[config.mk]
export PLATFORM = sky130hd
export DESIGN_NAME = rsbe_regs
export DESIGN_NICKNAME = d
export VERILOG_FILES = /design/src/sv/rsbe_pkg.sv /design/src/sv/rsbe_regs.sv
export SDC_FILE = /design/constraint.sdc
export NUM_CORES = 1
export LEC_CHECK = 0
export ABC_AREA = 1
export ABC_CLOCK_PERIOD_IN_PS = 1400
export BUFFER_PORTS_ARGS = -buffer_cell sky130_fd_sc_hd__buf_4
export CORE_UTILIZATION = 25
export CTS_CLUSTER_DIAMETER = 100
export DETAILED_ROUTE_END_ITERATION = 7
export SLEW_MARGIN = 10
export SYNTH_ARGS = -nofsm -noshare
export SYNTH_HDL_FRONTEND = slang
export SYNTH_SLANG_ARGS = --single-unit
export TNS_END_PERCENT = 50
[constraint.sdc]
create_clock -name clk_i -period 1.4 [get_ports clk_i]
set_input_delay 0.28 -clock clk_i [delete_from_list [all_inputs] [get_ports clk_i]]
set_output_delay 0.28 -clock clk_i [all_outputs]
set_load 0.02 [all_outputs]
[src/sv/rsbe_pkg.sv]
// Shared types and constants of the rank/select bit vector engine.
// Depends on nothing; every other file imports it.
package rsbe_pkg;

  localparam int unsigned LINE_COUNT_DEF = 1024;

  localparam int FUNC_W   = 4;
  localparam int WIDX_W   = 12;
  localparam int WDATA_W  = 64;
  localparam int POS_W    = 19;
  localparam int VALUE_W  = 19;
  localparam int STATUS_W = 2;
  localparam int SIZE_W   = 19;

  localparam int APB_AW = 3;
  localparam int APB_DW = 32;

  // One directory entry: base count of ones before the line and three byte sub-counts.
  localparam int BASE_W = 19;
  localparam int SUB_W  = 24;
  localparam int DIR_W  = BASE_W + SUB_W;

  // Line numbers seen by the binary search never exceed 2048.
  localparam int LIDX_W = 12;

  typedef enum logic [FUNC_W-1:0] {
    FN_LOAD  = 4'd0,
    FN_FILL1 = 4'd1,
    FN_FILL0 = 4'd2,
    FN_BUILD = 4'd3,
    FN_SEL1  = 4'd4,
    FN_SEL0  = 4'd5,
    FN_RUN1F = 4'd6,
    FN_RUN0F = 4'd7,
    FN_RUN1R = 4'd8,
    FN_RUN0R = 4'd9
  } func_e;

  typedef enum logic [STATUS_W-1:0] {
    ST_OK      = 2'd0,
    ST_RANK    = 2'd1,
    ST_UNBUILT = 2'd2,
    ST_RANGE   = 2'd3
  } status_e;

  typedef enum logic [0:0] {
    REG_SIZE0 = 1'b0,
    REG_SIZE1 = 1'b1
  } reg_idx_e;

  typedef enum logic [3:0] {
    S_IDLE,
    S_DECODE,
    S_FILL,
    S_BLD_START,
    S_BLD_CNT,
    S_BLD_TOP,
    S_SRCH,
    S_SRCH_CMP,
    S_SEL_LINE,
    S_SEL_WORD,
    S_SEL_BIT,
    S_RUN,
    S_DONE
  } state_e;

  typedef struct packed {
    logic [SIZE_W-1:0] size0;
    logic [SIZE_W-1:0] size1;
    logic [1:0]        clr;
  } cfg_t;

endpackage

[src/sv/rsbe_regs.sv]
// Configuration register file behind the APB-style port: the two size registers.
// Depends on rsbe_pkg; a write also tells the engine to drop that dimension's directory.
module rsbe_regs import rsbe_pkg::*; (
  input  logic              clk_i,
  input  logic              rst_ni,
  input  logic              psel,
  input  logic              penable,
  input  logic              pwrite,
  input  logic [APB_AW-1:0] paddr,
  input  logic [APB_DW-1:0] pwdata,
  output logic [APB_DW-1:0] prdata,
  output logic              pready,
  output cfg_t              cfg_o
);

  logic [SIZE_W-1:0] size0_q, size0_d, size1_q, size1_d;
  logic              wr;
  reg_idx_e          idx;

  assign pready = 1'b1;
  assign wr     = psel & penable & pwrite;
  assign idx    = reg_idx_e'(paddr[2]);

  always_comb begin
    size0_d = size0_q;
    size1_d = size1_q;
    if (wr) begin
      unique case (idx)
        REG_SIZE0: size0_d = pwdata[SIZE_W-1:0];
        REG_SIZE1: size1_d = pwdata[SIZE_W-1:0];
        default:   size0_d = size0_q;
      endcase
    end
  end

  always_ff @(posedge clk_i or negedge rst_ni) begin
    if (!rst_ni) begin
      size0_q <= '0;
      size1_q <= '0;
    end else begin
      size0_q <= size0_d;
      size1_q <= size1_d;
    end
  end

  always_comb begin
    unique case (idx)
      REG_SIZE0: prdata = APB_DW'(size0_q);
      REG_SIZE1: prdata = APB_DW'(size1_q);
      default:   prdata = '0;
    endcase
  end

  assign cfg_o.size0 = size0_q;
  assign cfg_o.size1 = size1_q;
  assign cfg_o.clr   = {wr && idx == REG_SIZE1, wr && idx == REG_SIZE0};

endmodule

==> results of run 1 <==
## metal layers
layer | GRT usage | wire, um | vias to the layer above
met1 | 0.171 | 2460 | 840
met4 | 0.0317 | 34 | 0
met3 | 0.0343 | 228 | 3
met5 | 0 | 0 | -
met2 | 0.230 | 2580 | 57
li1 | - | - | 902
## path summary, 6_finish.rpt
check | from | endpoint | slack [ps]
hold reg to reg | size0_q[9] | size0_q[9] | 500
max in group asynchronous | rst_ni | size1_q[14] | 540
hold / removal | pwdata[16] | size1_q[16] | 230
setup / recovery | size1_q[11] | prdata[11] | 140
setup reg to reg | size0_q[3] | size0_q[3] | 760
min in group asynchronous | rst_ni | size1_q[5] | 510
## power by group
group | internal, mW | leakage [nW] | switching, mW
combinational | 0.574 | 1.04 | 0.801
sequential | 1.30 | 0.478 | 0.178
clock | 0.343 | 0.0383 | 0.356
## cell families after synthesis
family / count (synthesis)
buffers and inverters: 34
DFF: 38
other: 2
and+or+nand+nor: 175
## through the flow
step                area [sq um]   util  hold slack, ps
finish                      2770  0.359             235
global route                2770  0.359             222
CTS                         2770  0.359             223
detailed placement          2690  0.348             292
global placement            2690  0.348             286
floorplan                   2040      -           -15.6
## cell type report
cell class,instances,area [sq um],area share
Sequential cell,38,951,0.343
Multi-Input combinational cell,189,865,0.312
Timing Repair Buffer,93,738,0.266
Tap cell,102,128,0.0460
Clock buffer,7,76.3,0.0275
Inverter,4,15.0,0.00542
## sequential cells by signal (all words and copies together), names as in the netlist
name,count
size1_q,19
size0_q,19
## worst max-delay path, stage by stage (launching register included)
cell and delay (ps):
sky130_fd_sc_hd__dfrtp_1 400, sky130_fd_sc_hd__nand2_1 100, sky130_fd_sc_hd__nand2_1 60, sky130_fd_sc_hd__buf_4 150
## repair_timing
item / CTS / global route
hold buffers: 1 / 0
setup buffers: 0 / 0
endpoints found under the hold margin: 38 / 0
## cells in the final DEF (no fill, tap or decap), drive strengths merged
cell,count
nand2,134
buf,92
dfrtp,38
nand3,38
conb,14
clkbuf,7
inv,4
nand4,2
nor2,1
dlygate4sd3,1
==> metrics.log, run 1 <==
INFO  metric outcome = finished, final reports clean
INFO  metric required = 1120 ps
INFO  metric power.static_leakage = 1.55 nW
INFO  metric max_slew_margin = 0.664
INFO  metric xor_xnor_cell_area_share_of_the_yosys_netlist = 0
INFO  metric post_synth_instance_area = 1990 sq um
INFO  metric ioPinCount = 113
INFO  metric setup_total_negative_slack = 0 ps
INFO  metric finalWorstPathRequiredPeriod = 1260 ps
INFO  metric core_area = 7730 sq um
INFO  metric synthTopCellsByArea = sky130_fd_sc_hd__dfrtp_1 (48%), sky130_fd_sc_hd__nand2_1 (25%), sky130_fd_sc_hd__nand3_2 (9.5%)
INFO  metric yosys.area.top_type = sky130_fd_sc_hd__dfrtp_1
INFO  metric final.fill_count = 821
INFO  metric yosysMostFrequentCell = sky130_fd_sc_hd__nand2_1
INFO  metric number_of_synthesized_register_bits = 38
INFO  metric globalRoute.totalOverflow = 0
INFO  metric floorplan.die.height = 91.3 um
INFO  metric grt_max_degree = 39
INFO  metric dr_total_vias = 1802
INFO  metric synth_edf_count = 0
INFO  metric drc = 0
INFO  metric port_buffers = 83
INFO  metric max-clock-path-buffers = 2
INFO  metric numClockSinks = 38
INFO  metric cts_htree_levels = 2
INFO  metric worst_tran_pin_value = 504 ps
INFO  metric clock_transition_at_the_registers_of_the_reported_paths = 70 ps
INFO  metric synth.avg_cell_area = 8.01 sq um
INFO  metric avgRoutedWirePerCell = 12.3 um
INFO  metric yosys_most_used_dff = sky130_fd_sc_hd__dfrtp_1
INFO  metric post_cts_resize_count = 0
INFO  metric drt_pre_antenna_iters = 4
INFO  metric worstRegToRegCells = 2
INFO  metric drt-total-wl = 5.31 mm
INFO  metric cts_tree = yes
INFO  metric dpl.hpwl = 3.68 mm
INFO  metric ant_nets = 0
INFO  metric max_cap_viol_count = 0
INFO  metric diodes = 0
INFO  metric worst_slack = 141 ps
INFO  metric die_w = 91.3 um
INFO  metric syn2layout_area_growth = 39.0%
INFO  metric synth.area.mux_share = 0
INFO  metric std_cell_rows = 32
INFO  metric critical_path_peak_fanout = 3
INFO  metric place_inst = 425
INFO  metric worstHoldPathCells = 3
INFO  metric slew_viol_final = 0
INFO  metric setup_viol = 0
INFO  metric critical_path_arrival = 980 ps
INFO  metric cp-end-kind = output port
INFO  metric synth-adder-area-share = 0
INFO  metric cts_root_buf = sky130_fd_sc_hd__clkbuf_8
INFO  metric drive_above_1_share = 0.356
INFO  metric grt_util_all_layers = 0.135
INFO  metric finalWeightedCongestion = 0.694
INFO  metric antenna_found_initial = 0
INFO  metric initial_core_util = 0.258
INFO  metric finish.net_count = 371
INFO  metric drt-vias-per-instance = 4.16
INFO  metric clk-insertion-delay-late = 280 ps
INFO  metric detailedRoute.firstIterationViolations = 63
INFO  metric cts_inserted_buffers = 5
INFO  metric yosysTopAreaCellShare = 0.477
INFO  metric total_power = 3.56 mW
INFO  metric synthDistinctLibCells = 15
INFO  metric warning_count_from_the_yosys_run = 0
INFO  metric fmaxAchievable = 0.794 GHz
INFO  metric synth_async_sr_flop_share = 1.00
INFO  metric synth.top_cells.by_count = sky130_fd_sc_hd__nand2_1 (134), sky130_fd_sc_hd__dfrtp_1 (38), sky130_fd_sc_hd__nand3_1 (19), sky130_fd_sc_hd__nand3_2 (19), sky130_fd_sc_hd__buf_4 (14)
INFO  metric synth-seq-area-share = 0.477
INFO  metric post-route-period-util = 0.899
INFO  metric dp_slack = 127 ps
INFO  metric timing.critical_path.from_type = flop
INFO  metric rsz0062_at_grt = no
INFO  metric clock-skew-final = 0 ps
INFO  metric synth-simple-area-share = 0.405
INFO  metric vias_in_the_first_global_route = 1761
INFO  metric worst_ir_drop_vdd = 491 uV
INFO  metric synth_cells = 249
INFO  metric final_cell_count_no_fill = 433
INFO  metric die_area = 8340 sq um
INFO  metric wire_length_of_the_first_global_routing_pass = 8.78 mm
INFO  metric power_density = 1280 nW/um^2
INFO  metric finalHoldViolCount = 0
INFO  metric criticalPathCategory = flop to output port
INFO  metric hold_class = input pin to flop
INFO  metric compound_gate_portion_of_the_synthesized_area = 0
INFO  metric synth_top_family_by_area = simple AND/OR/NAND/NOR gates
No activity file was read; power rests on OpenSTA's default activity.
==> run 2, diff against run 1 <==
--- a/config.mk
+++ b/config.mk
@@ -5,12 +5,13 @@
 export SDC_FILE = /design/constraint.sdc
 export NUM_CORES = 1
 export LEC_CHECK = 0
-export ABC_AREA = 1
+export ABC_AREA = 0
 export ABC_CLOCK_PERIOD_IN_PS = 1400
 export BUFFER_PORTS_ARGS = -buffer_cell sky130_fd_sc_hd__buf_4
 export CORE_UTILIZATION = 25
 export CTS_CLUSTER_DIAMETER = 100
 export DETAILED_ROUTE_END_ITERATION = 7
+export PLACE_DENSITY = 0.61
 export SLEW_MARGIN = 10
 export SYNTH_ARGS = -nofsm -noshare
 export SYNTH_HDL_FRONTEND = slang
==> metrics.log, run 2 <==
INFO  metric floorplan.die.height = 90.4 um
INFO  metric worst_slack = 23.2 ps
INFO  metric finalWorstPathRequiredPeriod = 1380 ps
INFO  metric initial_core_util = 0.264
INFO  metric globalRoute.totalOverflow = 0
INFO  metric std_cell_rows = 31
INFO  metric hold_class = input pin to flop
INFO  metric worst_ir_drop_vdd = 584 uV
INFO  metric outcome = finished, final reports clean
INFO  metric post-route-period-util = 0.983
INFO  metric antenna_found_initial = 0
INFO  metric drt-total-wl = 4.49 mm
INFO  metric drt-vias-per-instance = 4.03
INFO  metric place_inst = 301
INFO  metric warning_count_from_the_yosys_run = 0
INFO  metric syn2layout_area_growth = 58.9%
INFO  metric dr_total_vias = 1363
INFO  metric ant_nets = 0
INFO  metric max-clock-path-buffers = 2
INFO  metric cts_root_buf = sky130_fd_sc_hd__clkbuf_8
INFO  metric ioPinCount = 113
INFO  metric dpl.hpwl = 2.99 mm
INFO  metric drt_pre_antenna_iters = 2
INFO  metric final_cell_count_no_fill = 338
INFO  metric holdWs = 237 ps
INFO  metric clk-insertion-delay-late = 280 ps
INFO  metric dp_slack = 56.0 ps
INFO  metric die_w = 90.4 um
INFO  metric critical_path_peak_fanout = 3
INFO  metric yosys_most_used_dff = sky130_fd_sc_hd__dfrtp_1
INFO  metric synthDistinctLibCells = 9
INFO  metric numClockSinks = 38
INFO  metric cts_inserted_buffers = 5
INFO  metric reg_top3 = size0_q (19), size1_q (19)
INFO  metric setup_viol = 0
INFO  metric final.fill_count = 691
INFO  metric yosysTopAreaCellShare = 0.486
INFO  metric required = 1120 ps
INFO  metric detailedRoute.firstIterationViolations = 30
INFO  metric clock_transition_at_the_registers_of_the_reported_paths = 70 ps
INFO  metric worstHoldPathCells = 2
INFO  metric core_area = 7410 sq um
INFO  metric cp-end-kind = output port
INFO  metric avgRoutedWirePerCell = 13.3 um
INFO  metric finalHoldViolCount = 0
INFO  metric finish.net_count = 279
INFO  metric synth-seq-area-share = 0.486
INFO  metric criticalPathCategory = flop to output port
INFO  metric fmaxAchievable = 0.726 GHz
INFO  metric timing.critical_path.from_type = flop
INFO  metric post-route-cell-area = 3110 sq um
INFO  metric cts_htree_levels = 2
INFO  metric synth_cells = 121
INFO  metric slew_viol_final = 0
INFO  metric worstRegToRegCells = 2
INFO  metric power_density = 1440 nW/um^2
INFO  metric grt_max_degree = 39
INFO  metric rsz0062_at_grt = yes
INFO  metric placed_cell_area = 2700 sq um
INFO  metric power.static_leakage = 1.69 nW
INFO  metric wire_length_of_the_first_global_routing_pass = 6.81 mm
INFO  metric diodes = 0
INFO  metric number_of_synthesized_register_bits = 38
INFO  metric synthTopCellsByArea = sky130_fd_sc_hd__dfrtp_1 (49%), sky130_fd_sc_hd__mux2_4 (29%), sky130_fd_sc_hd__mux2_2 (11%)
INFO  metric max_cap_viol_count = 0
INFO  metric die_area = 8180 sq um
INFO  metric post_synth_instance_area = 1960 sq um
INFO  metric total_power = 4.46 mW
INFO  metric most-common-layout-cells = sky130_fd_sc_hd__buf_4 (93), sky130_fd_sc_hd__mux2_4 (47), sky130_fd_sc_hd__dfrtp_1 (38)
INFO  metric final_common_cell = sky130_fd_sc_hd__buf_4
INFO  metric port_buffers = 83
INFO  metric finalWeightedCongestion = 0.639
INFO  metric synth_async_sr_flop_share = 1.00
INFO  metric clock-skew-final = 0 ps
INFO  metric yosys.area.top_type = sky130_fd_sc_hd__dfrtp_1
INFO  metric critical_path_arrival = 1100 ps
INFO  metric cts_tree = yes
INFO  metric synth_edf_count = 0
INFO  metric synth.avg_cell_area = 16.2 sq um
INFO  metric grt_util_all_layers = 0.106
INFO  metric drive_above_1_share = 0.762
INFO  metric drc = 0
INFO  metric synth.top_cells.by_count = sky130_fd_sc_hd__dfrtp_1 (38), sky130_fd_sc_hd__mux2_4 (38), sky130_fd_sc_hd__mux2_2 (19)
INFO  metric vias_in_the_first_global_route = 1353
-- run 2: changes by cell type after synthesis, sizes merged --
cell,change
inv,-2
mux2,+57
nand4b,+1
buf,-8
nor2,-1
nand2,-134
nand3,-38
nand4,-1
clkbuf,-2
-- run 2: metal layers --
metal  track usage  share of wire  vias up
met5             0              0        -
met4        0.0363         0.0047        0
met3        0.0286          0.058        2
met2         0.169           0.50       57
met1         0.137           0.43      675
li1              -              -      629
-- run 2: area by class of cell --
type                    instances  area [sq um]  share of cell area
repair buffers                119          1040               0.335
flip-flops and latches         38           951               0.306
multi-input cells              73           907               0.292
well taps                      99           124              0.0399
clock buffers                   7          76.3              0.0246
inverters                       2          7.51             0.00242
-- run 2: worst paths after layout --
path / end / start / slack (ps)
max: prdata[2] / size1_q[2] / 20
min: size0_q[15] / pwdata[15] / 240
max reg2reg: size1_q[15] / size1_q[15] / 500
min reg2reg: size1_q[10] / size1_q[10] / 540
max in group asynchronous: size1_q[3] / rst_ni / 570
min in group asynchronous: size1_q[12] / rst_ni / 500
-- run 2: critical path: stages, from the launching register on --
cell and delay, ps:
sky130_fd_sc_hd__dfrtp_1 400, sky130_fd_sc_hd__mux2_2 280, sky130_fd_sc_hd__buf_6 130
-- run 2: logic make-up (layout without fill, tap and decap cells) --
kind of cell           after synthesis  in the layout  share of synthesized area
other                                2             14                    0.00384
AND/OR/NAND/NOR                      2              2                     0.0186
flip-flops                          38             38                      0.486
multiplexers                        57             57                      0.401
buffers and inverters               22            128                     0.0902
-- run 2: power by group --
group | switching (mW) | total [mW] | internal [mW]
logic | 0.943 | 2.24 | 1.29
registers | 0.183 | 1.52 | 1.34
clock network | 0.359 | 0.702 | 0.343
total | 1.48 | 4.46 | 2.98
-- run 2: what timing repair did --
action                                 in CTS  in global routing
endpoints found under the hold margin      38                  0
hold buffers                                1                  0
resized for setup                           8                 20
buffers inserted                           10                 19
setup endpoints to repair                  13                 19
-- run 2: stage by stage --
| stage | TNS (ps) | utilization |
|---|---|---|
| after floorplan | 0 | - |
| after global placement | 0 | 0.364 |
| after detailed placement | 0 | 0.364 |
| after CTS | 0 | 0.390 |
| after global routing | -151 | 0.420 |
| final | 0 | 0.420 |
==> run 3, diff against run 2 <==
--- a/config.mk
+++ b/config.mk
@@ -11,6 +11,7 @@
 export CORE_UTILIZATION = 25
 export CTS_CLUSTER_DIAMETER = 100
 export DETAILED_ROUTE_END_ITERATION = 7
+export MAX_ROUTING_LAYER = met4
 export PLACE_DENSITY = 0.61
 export SLEW_MARGIN = 10
 export SYNTH_ARGS = -nofsm -noshare
==> metrics.log, run 3 (synthesized netlist as in run 2, its figures left out) <==
INFO  metric clock_transition_at_the_registers_of_the_reported_paths = 70 ps
INFO  metric power.static_leakage = 1.69 nW
INFO  metric syn2layout_area_growth = 58.9%
INFO  metric cp_slowest_stage_delay = 400 ps
INFO  metric grt_util_all_layers = 0.109
INFO  metric global_route.usage.met1 = 0.138
INFO  metric critical_register_to_register_path_startpoint = size1_q[15]
INFO  metric max_stage_delay_cell_worst_path = sky130_fd_sc_hd__dfrtp_1
INFO  metric std_cell_rows = 31
INFO  metric wire_length_of_the_first_global_routing_pass = 6.82 mm
INFO  metric cts_inserted_buffers = 5
INFO  metric die_w = 90.4 um
INFO  metric most-common-layout-cells = sky130_fd_sc_hd__buf_4 (93), sky130_fd_sc_hd__mux2_4 (47), sky130_fd_sc_hd__dfrtp_1 (38)
INFO  metric worst_setup_path_endpoint = prdata[2]
INFO  metric drive_above_1_share = 0.762
INFO  metric dp_slack = 56.0 ps
INFO  metric reg_to_reg_setup_timing_slack = 500 ps
INFO  metric diodes = 0
INFO  metric hold_class = input pin to flop
INFO  metric ant_nets = 0
INFO  metric globalRoute.totalOverflow = 0
INFO  metric max-clock-path-buffers = 2
INFO  metric cts_tree = yes
INFO  metric holdWs = 237 ps
INFO  metric drt_pre_antenna_iters = 2
INFO  metric fmaxAchievable = 0.726 GHz
INFO  metric met2_usage = 0.169
INFO  metric cts_root_buf = sky130_fd_sc_hd__clkbuf_8
INFO  metric cts_htree_levels = 2
INFO  metric dr_total_vias = 1359
INFO  metric avgRoutedWirePerCell = 13.3 um
INFO  metric path_delay_family = flip-flops
INFO  metric final.fill_count = 691
INFO  metric grt_max_degree = 39
INFO  metric required = 1120 ps
INFO  metric max_cap_viol_count = 0
INFO  metric timing.critical_path.cells = mux2_2 -> buf_6
INFO  metric setup_viol = 0
INFO  metric multi_input_area = 907 sq um
INFO  metric floorplan.die.height = 90.4 um
INFO  metric vias_in_the_first_global_route = 1352
INFO  metric rsz0062_at_grt = yes
INFO  metric cp_num_buf_inv = 1
INFO  metric power_density = 1440 nW/um^2
INFO  metric worst_slack = 22.5 ps
INFO  metric cp-end-kind = output port
INFO  metric core_area = 7410 sq um
INFO  metric clock-skew-final = 0 ps
INFO  metric finalWorstPathRequiredPeriod = 1380 ps
INFO  metric post-route-period-util = 0.984
INFO  metric groute.layer.met3.usage = 0.0269
INFO  metric critical_path_peak_fanout = 3
INFO  metric finalHoldViolCount = 0
INFO  metric port_buffers = 83
INFO  metric drt-vias-per-instance = 4.02
INFO  metric timing.critical_path.from_type = flop
INFO  metric setup_total_negative_slack = 0 ps
INFO  metric final_common_cell = sky130_fd_sc_hd__buf_4
INFO  metric post-route-cell-area = 3110 sq um
INFO  metric total_power = 4.46 mW
INFO  metric worst_ir_drop_vdd = 584 uV
INFO  metric finish.net_count = 279
INFO  metric ioPinCount = 113
INFO  metric initial_core_util = 0.264
INFO  metric crit_path_start = size1_q[2]
INFO  metric slew_viol_final = 0
INFO  metric finalWeightedCongestion = 0.644
INFO  metric dpl.hpwl = 2.99 mm
INFO  metric die_area = 8180 sq um
INFO  metric outcome = finished, final reports clean
INFO  metric drt-total-wl = 4.49 mm
INFO  metric cp_num_cells = 2
INFO  metric critical_path_arrival = 1100 ps
INFO  metric worstRegToRegCells = 2
INFO  metric detailedRoute.firstIterationViolations = 30
INFO  metric regToRegEndpoint = size1_q[15]
INFO  metric final-seq-area = 951 sq um
INFO  metric criticalPathCategory = flop to output port
INFO  metric clk-insertion-delay-late = 280 ps
INFO  metric antenna_found_initial = 0
INFO  metric drc = 0
INFO  metric placed_cell_area = 2700 sq um
INFO  metric numClockSinks = 38
INFO  metric reg_top3 = size0_q (19), size1_q (19)
INFO  metric global_route.peak_usage_layer = met2
-- run 3: area by class of cell --
| cell class | count | share of cell area |
|---|---|---|
| timing repair buffer | 119 | 0.335 |
| sequential | 38 | 0.306 |
| multi-input combinational | 73 | 0.292 |
| tap | 99 | 0.0399 |
| clock buffer | 7 | 0.0246 |
| inverter | 2 | 0.00242 |
-- run 3: repair_timing --
action                                  in CTS  in global routing
setup buffers                               10                 19
hold buffers                                 1                  0
gates resized for setup                      8                 20
endpoints found under the setup margin      13                 19
hold endpoints to repair                    38                  0
-- run 3: metrics by stage --
step,utilization,instances
finish,0.420,338
floorplan,-,133
CTS,0.390,319
global route,0.420,338
global placement,0.364,301
detailed placement,0.364,301
-- run 3: layer usage --
metal  share of wire  routed length, um
met5               0                  0
met3           0.053                240
met4          0.0047                 21
met1            0.44               1970
met2            0.50               2260
-- run 3: where the power goes --
group / internal [mW] / total [mW] / switching, mW
registers: 1.34 / 1.52 / 0.182
logic: 1.29 / 2.24 / 0.944
clock network: 0.343 / 0.701 / 0.358
total: 2.98 / 4.46 / 1.48
-- run 3: worst min-delay path by stage --
stage / from / to / slack [ps] / cells past startpoint
6_report: pwdata[15] / size0_q[15] / 240 / 2
5_1_grt: pwdata[9] / size1_q[9] / 220 / 2
4_1_cts: pwdata[5] / size1_q[5] / 220 / 2
3_5_place_dp: rst_ni / size1_q[12] / 280 / 1
3_3_place_gp: rst_ni / size1_q[10] / 280 / 1
2_1_floorplan: rst_ni / size0_q[0] / -20 / 0
